`src/rtl/sma_pkg.sv`:
```
// ----------------------------------------------------------------------------
// sma_pkg
// Field widths, codes, controller states and the control/status structs of
// the small matrix arithmetic block.
// ----------------------------------------------------------------------------
package sma_pkg;

    localparam int ACTION_W   = 2;
    localparam int POS_W      = 3;
    localparam int VALUE_W    = 32;
    localparam int DIM_REG_W  = 4;
    localparam int OP_W       = 2;
    localparam int CFG_IDX_W  = 3;
    localparam int CFG_DATA_W = 4;
    localparam int FRAC_W     = 16;

    localparam logic [ACTION_W-1:0] ACT_WRITE_A = 2'd0;
    localparam logic [ACTION_W-1:0] ACT_WRITE_B = 2'd1;
    localparam logic [ACTION_W-1:0] ACT_COMPUTE = 2'd2;

    localparam logic [OP_W-1:0] OP_ADD = 2'd0;
    localparam logic [OP_W-1:0] OP_SUB = 2'd1;
    localparam logic [OP_W-1:0] OP_MUL = 2'd2;

    localparam logic [CFG_IDX_W-1:0] CFG_A_ROWS    = 3'd0;
    localparam logic [CFG_IDX_W-1:0] CFG_A_COLS    = 3'd1;
    localparam logic [CFG_IDX_W-1:0] CFG_B_ROWS    = 3'd2;
    localparam logic [CFG_IDX_W-1:0] CFG_B_COLS    = 3'd3;
    localparam logic [CFG_IDX_W-1:0] CFG_OPERATION = 3'd4;

    typedef enum logic [2:0] {
        ST_IDLE,
        ST_ERR,
        ST_READ,
        ST_OPER,
        ST_ACC,
        ST_ROUND,
        ST_EMIT
    } sma_state_t;

    // controller to datapath
    typedef struct packed {
        logic accept;
        logic rd_en;
        logic load_sum;
        logic load_prod;
        logic acc_clr;
        logic acc_add;
        logic load_round;
        logic out_load;
        logic out_err;
        logic out_last;
    } sma_ctrl_t;

    // datapath to controller
    typedef struct packed {
        logic is_compute;
        logic mismatch;
        logic op_mul;
        logic t_end;
        logic j_end;
        logic i_end;
        logic res_free;
    } sma_stat_t;

endpackage

```
`src/rtl/sma_ctrl.sv`:
```
// ----------------------------------------------------------------------------
// sma_ctrl
// Controller: takes command beats, and for a compute walks rows, columns and
// the dot-product index, sequencing the datapath one step per state.
// ----------------------------------------------------------------------------
module sma_ctrl #(
    parameter int MAX_DIM = 8
) (
    input  logic                        clk,
    input  logic                        rst_n,
    input  logic                        cmd_valid,
    output logic                        cmd_ready,
    input  sma_pkg::sma_stat_t          stat,
    output sma_pkg::sma_ctrl_t          ctrl,
    output logic [$clog2(MAX_DIM)-1:0]  i_idx,
    output logic [$clog2(MAX_DIM)-1:0]  j_idx,
    output logic [$clog2(MAX_DIM)-1:0]  t_idx
);
    import sma_pkg::*;

    localparam int IDX_W = $clog2(MAX_DIM);

    sma_state_t         state_reg;
    sma_state_t         state_next;
    logic [IDX_W-1:0]   i_reg;
    logic [IDX_W-1:0]   i_next;
    logic [IDX_W-1:0]   j_reg;
    logic [IDX_W-1:0]   j_next;
    logic [IDX_W-1:0]   t_reg;
    logic [IDX_W-1:0]   t_next;
    logic               start;
    logic               final_elem;

    assign start      = (state_reg == ST_IDLE) && cmd_valid && stat.is_compute;
    assign final_elem = stat.i_end && stat.j_end;

    always_comb
    begin
        state_next = state_reg;
        case (state_reg)
            ST_IDLE:
            begin
                if (start)
                begin
                    state_next = stat.mismatch ? ST_ERR : ST_READ;
                end
            end
            ST_ERR:
            begin
                if (stat.res_free)
                begin
                    state_next = ST_IDLE;
                end
            end
            ST_READ:  state_next = ST_OPER;
            ST_OPER:  state_next = stat.op_mul ? ST_ACC : ST_EMIT;
            ST_ACC:   state_next = stat.t_end ? ST_ROUND : ST_READ;
            ST_ROUND: state_next = ST_EMIT;
            ST_EMIT:
            begin
                if (stat.res_free)
                begin
                    state_next = final_elem ? ST_IDLE : ST_READ;
                end
            end
            default:  state_next = ST_IDLE;
        endcase
    end

    always_comb
    begin
        ctrl      = '0;
        cmd_ready = 1'b0;
        case (state_reg)
            ST_IDLE:
            begin
                cmd_ready    = 1'b1;
                ctrl.accept  = cmd_valid;
                ctrl.acc_clr = start;
            end
            ST_ERR:
            begin
                ctrl.out_load = stat.res_free;
                ctrl.out_err  = 1'b1;
                ctrl.out_last = 1'b1;
            end
            ST_READ:  ctrl.rd_en = 1'b1;
            ST_OPER:
            begin
                ctrl.load_prod = stat.op_mul;
                ctrl.load_sum  = !stat.op_mul;
            end
            ST_ACC:   ctrl.acc_add = 1'b1;
            ST_ROUND: ctrl.load_round = 1'b1;
            ST_EMIT:
            begin
                ctrl.out_load = stat.res_free;
                ctrl.out_last = final_elem;
                ctrl.acc_clr  = stat.res_free;
            end
            default:  ;
        endcase
    end

    always_comb
    begin
        i_next = i_reg;
        j_next = j_reg;
        t_next = t_reg;
        case (state_reg)
            ST_IDLE:
            begin
                if (start)
                begin
                    i_next = '0;
                    j_next = '0;
                    t_next = '0;
                end
            end
            ST_ACC:
            begin
                if (!stat.t_end)
                begin
                    t_next = t_reg + IDX_W'(1);
                end
            end
            ST_EMIT:
            begin
                // advance row-major to the next element
                if (stat.res_free && !final_elem)
                begin
                    t_next = '0;
                    if (stat.j_end)
                    begin
                        j_next = '0;
                        i_next = i_reg + IDX_W'(1);
                    end
                    else
                    begin
                        j_next = j_reg + IDX_W'(1);
                    end
                end
            end
            default:  ;
        endcase
    end

    always_ff @(posedge clk or negedge rst_n)
    begin
        if (!rst_n)
        begin
            state_reg <= ST_IDLE;
            i_reg     <= '0;
            j_reg     <= '0;
            t_reg     <= '0;
        end
        else
        begin
            state_reg <= state_next;
            i_reg     <= i_next;
            j_reg     <= j_next;
            t_reg     <= t_next;
        end
    end

    assign i_idx = i_reg;
    assign j_idx = j_reg;
    assign t_idx = t_reg;

endmodule

```
`config.mk`:
```
export PLATFORM = sky130hd
export DESIGN_NAME = sma_ctrl
export DESIGN_NICKNAME = d
export VERILOG_FILES = /design/src/rtl/sma_pkg.sv /design/src/rtl/sma_ctrl.sv
export SDC_FILE = /design/constraint.sdc
export NUM_CORES = 1
export LEC_CHECK = 0
export BUFFER_PORTS_ARGS = -buffer_cell sky130_fd_sc_hd__buf_2
export CAP_MARGIN = 15
export CELL_PAD_IN_SITES_DETAIL_PLACEMENT = 0
export CELL_PAD_IN_SITES_GLOBAL_PLACEMENT = 2
export CORE_ASPECT_RATIO = 2
export CORE_UTILIZATION = 30
export CTS_CLUSTER_DIAMETER = 120
export DETAILED_ROUTE_END_ITERATION = 8
export HOLD_SLACK_MARGIN = 0.15
export PLACE_DENSITY = 0.85
export SYNTH_ARGS = -nofsm -noshare
export SYNTH_HDL_FRONTEND = slang
export SYNTH_SLANG_ARGS = --single-unit
```
`constraint.sdc`:
```
create_clock -name clk -period 2.15 [get_ports clk]
set_clock_uncertainty 0.05 [all_clocks]
set_input_delay 0.215 -clock clk [delete_from_list [all_inputs] [get_ports clk]]
set_output_delay 0.215 -clock clk [all_outputs]
set_load 0.005 [all_outputs]
```
=== Word-level counts from Yosys, hierarchy flattened ===
Cells that the tools add are included.

* Add/subtract/negate cells: 3
* Equal/unequal tests: 12
* Muxes and demuxes: 28
* Reduce and logical (&&, ||, !) cells: 14

{| class="wikitable"
|+ Operators with widths
! kind !! number
|-
| $mux 3 || 11
|-
| $pmux 3 s7 || 1
|-
| $ne 2x2->1 const B || 6
|-
| $pmux 3 s2 || 2
|-
| $add 3x1->3 const B || 3
|-
| $eq 3x3->1 const B || 3
|-
| $pmux 3 s3 || 1
|-
| $mux 2 || 4
|-
| $reduce_and 4->1 || 2
|-
| $mux 1 || 7
|-
| $eq 3x2->1 const B || 2
|-
| $reduce_and 3->1 || 2
|-
| $logic_and 1x1->1 || 4
|-
| $pmux 1 s2 || 2
|-
| $eq 3x1->1 const B || 1
|-
| $logic_not 3->1 || 1
|-
| $reduce_bool 3->1 || 1
|-
| $logic_not 1->1 || 2
|-
| $reduce_bool 2->1 || 1
|-
| $reduce_or 2->1 || 1
|}

* Flip-flop bits (word level): 12
* Input bits: 10
* Output and inout bits: 20
* Logic and storage cells: 61

=== Depth between registers and ports, before layout ===
* Word-level depth: 5
* Depth in mapped cells: 5
* Depth with buffers taken out: 4

=== Worst setup path after synthesis ===
Ideal clock, no wire load.

* Kind: reg2reg
* From: register state_reg[0]
* To: register i_reg[1], in the netlist i_idx[1]
* Setup time: 0.122 ns
* Data arrival time: 1.314 ns
* Slack: 0.665 ns
* Cell stages (with the launch flop): 5
* Path buffers: 0
* Path through: dfrtp_1 -> nor4b_4 -> a22oi_2 -> o21bai_1 -> a32o_1

* Longest elaborated chain between the ends: 5

{| class="wikitable"
|+ RTL lines
! element !! RTL line !! text
|-
| start: declaration || sma_ctrl.sv:23 || <nowiki>sma_state_t state_reg;</nowiki>
|-
| start signal: assignment || sma_ctrl.sv:159 || <nowiki>state_reg <= state_next;</nowiki>
|-
| $logic_not 3->1 || sma_ctrl.sv:34, sma_ctrl.sv:110 ||
|-
| $logic_and 1x1->1 (2 in a row) || sma_ctrl.sv:34 || <nowiki>assign start = (state_reg == ST_IDLE) && cmd_valid && stat.is_compute;</nowiki>
|-
| $ne 2x2->1 (no line) || - ||
|-
| $reduce_and 4->1 (no line) || - ||
|-
| end signal: assignment || sma_ctrl.sv:160 || <nowiki>i_reg <= i_next;</nowiki>
|-
| end: declaration || sma_ctrl.sv:25 || <nowiki>logic [IDX_W-1:0] i_reg;</nowiki>
|}

Parallel ways exist; a longest one is shown, timed or not.
A chain may end at the register's enable or synchronous reset.

==> impl_results.md <==
- PD cells: 940.2 nW/um^2
- Sequential fraction of the synthesis area: 36.42%
- # setup viols final: 0
- I/O Buffers: 29
- Die height: 76.14 um
- Placed Instances: 141
- Via Count: 807
- Post-synthesis cell count: 88
- First-pass GRT wire length: 3194 um
- Worst Path Required: 1.88 ns
- Fin crit share: 86.41%
- Cell area after placement: 989.7 um^2
- Crit path arrival time: 1.59 ns
- Hpwl dp: 1584 um
- Startpoint Class: register
- Die ar.: 2975 um^2
- I/O pins: 30
- Max-slew violations: 0
- CP Max Fanout: 12
- P_leak: 0.5665 nW
- Post-synth top area share: 36.42%
- Root Driver: clkbuf_8
- TNS Setup: 0 ns
- Pwr Total: 0.9917 mW
- Placer Congestion: 0.7675
- Antenna Nets Post-Route: 0
- GRT Total Usage: 14.73%
- Initial Utilization: 32.08%
- Diodes inserted: 0
- Rel. slew slack: 62.16%
- Synth Area per Inst: 9.370 um^2
- Mapped cell area: 824.5 um^2
- Skew-Pair Late Insertion Delay: 0.24 ns
- Unique masters post-synth: 37
- Core Footprint: 2570 um^2
- Fin cells: 146
- Status: finished clean
- Least-Margin Pin Slew: 0.5676 ns
- HP Class: primary input to register
- Flops & latches, synth: 12
- Crit path time final: 1.858 ns
- Max_cap viols: 0
- Routing usage on met1: 15.87%
- Vias in the first global route: 743
- Synth area leaders: dfrtp_1, a22o_1, and3b_1
- Most Used Layer, Global Route: met2
- First-pass iteration count of the detailed router: 4
- Number of DRC markers in iteration 0: 19
- CTS clk-pin slew, worst paths: 0.05 ns
- Area Overhead vs Synth: 27.92%
- Setup Buffers After CTS: 0
- CTS Sinks: 12
- GRT met3 Usage: 1.749%
- Critical path startpoint: state_reg[1]$_DFFE_PN0P_
- Drt drc: 0
- Fmax achieved: 538.2 MHz
- Hold Path Stages: 3
- Reg2Reg Capture Point: i_idx[1]$_DFFE_PN0P_
- Hold_buf cts: 1
- Dpl ws: 0.4087 ns
- Max clock buf depth: 2
- Vias per inst: 5.527
- Final instance area: 1055 um^2
- R2R cell count: 4
- Avg WL per Cell: 14.12 um
- Met2 GRT Util: 26.33%
- Post-Syn Nets: 101
- Ys Warns: 0
- Most common cell after layout, fill and taps aside: buf_2
- Wirelength, routed: 2061 um
- Most frequent cells in the layout: buf_2, dfrtp_1, nor2_1, nand2_1
- Number of antenna violations at the first check in global routing: 0
- Largest net degree at the start of global routing: 18
- WS Path Type: register to primary output
- RR Startpoint: state_reg[2]$_DFFE_PN0P_
- RSZ-0062 raised after global routing: false
- Setup WS post-layout: 0.2921 ns
- CTS buffer count: 3
- CTS H-tree lvls: 1
- Post-cts resize count: 0
- Yosys top cell by area: dfrtp_1
- Peak supply drop: 0.0004400 V
- Critical path endpoint: ctrl[7]
- R2r setup slk: 0.39 ns
- Die width: 39.07 um
- Global route total overflow: 0
- Cell Rows: 26
- Fin. Hold Viols: 0
- Nets: 132
- Crit. End Element: primary output
- Layout cells sized above 1: 33.90%
- CTS tree: built
logic make-up after synthesis:
group	synth area share (%)
buf+inv	3.640
xor+xnor	1.062
simple gates	27.62
compound gates	25.34
flops	36.42
fa+ha+maj	4.553
mux	1.366
layout make-up:
type / count / area [um^2]
timing repair buffer: 31 / 162.7
clock buffer: 4 / 55.05
sequential: 12 / 300.3
fill: 283 / 1515
multi-input combinational: 69 / 494.2
tap: 28 / 35.03
inverter: 2 / 7.507
layer usage:
metal	up-vias	share of wire [%]
li1	393	-
met5	-	0
met4	0	0.82
met2	26	57
met1	386	38
met3	2	4.4
Yosys cell counts (all sizes together):
master and instances:
dfrtp 12, nor2 9, nand2 8, a22o 5
and3b 5, a21oi 4, buf 4, nor3 4
ha 3, nand3 3, o22ai 3, a32o 2
inv 2, nand3b 2, nor4b 2, o21ai 2
a211o 1, a21boi 1, a21o 1, a221o 1
a22oi 1, a31oi 1, and2 1, clkbuf 1
mux2 1, nand2b 1, nand4b 1, nor4bb 1
o211ai 1, o21a 1, o21bai 1, o22a 1
o32ai 1, xor2 1
critical path, stage by stage (launching register included):
cell and delay (ns):
dfrtp_1 0.58, buf_4 0.25, nor4bb_1 0.33, buf_2 0.18
through the flow:
| stage | hold WS, ns | util (%) |
|---|---|---|
| after global placement | 0.05208 | 38.51 |
| after global routing | 0.2669 | 41.04 |
| after CTS | 0.2534 | 41.04 |
| after floorplan | -0.1306 | - |
| final | 0.2555 | 41.04 |
| after detailed placement | 0.06280 | 38.51 |
worst min-delay path by stage:
stage | start | slack (ns) | end
finish | stat[2] | 0.26 | i_idx[2]$_DFFE_PN0P_
global route | stat[2] | 0.27 | i_idx[2]$_DFFE_PN0P_
CTS | stat[2] | 0.25 | i_idx[2]$_DFFE_PN0P_
detailed placement | rst_n | 0.06 | i_idx[0]$_DFFE_PN0P_
global placement | rst_n | 0.05 | i_idx[0]$_DFFE_PN0P_
floorplan | rst_n | -0.13 | i_idx[0]$_DFFE_PN0P_
report_power, final:
group	leakage, nW	internal [mW]	switching [mW]
registers	0.164	0.260	0.0971
clock network	0.0288	0.162	0.0842
logic	0.374	0.201	0.187
total	0.566	0.623	0.369
Note: power is estimated with default switching activity, not from simulation.
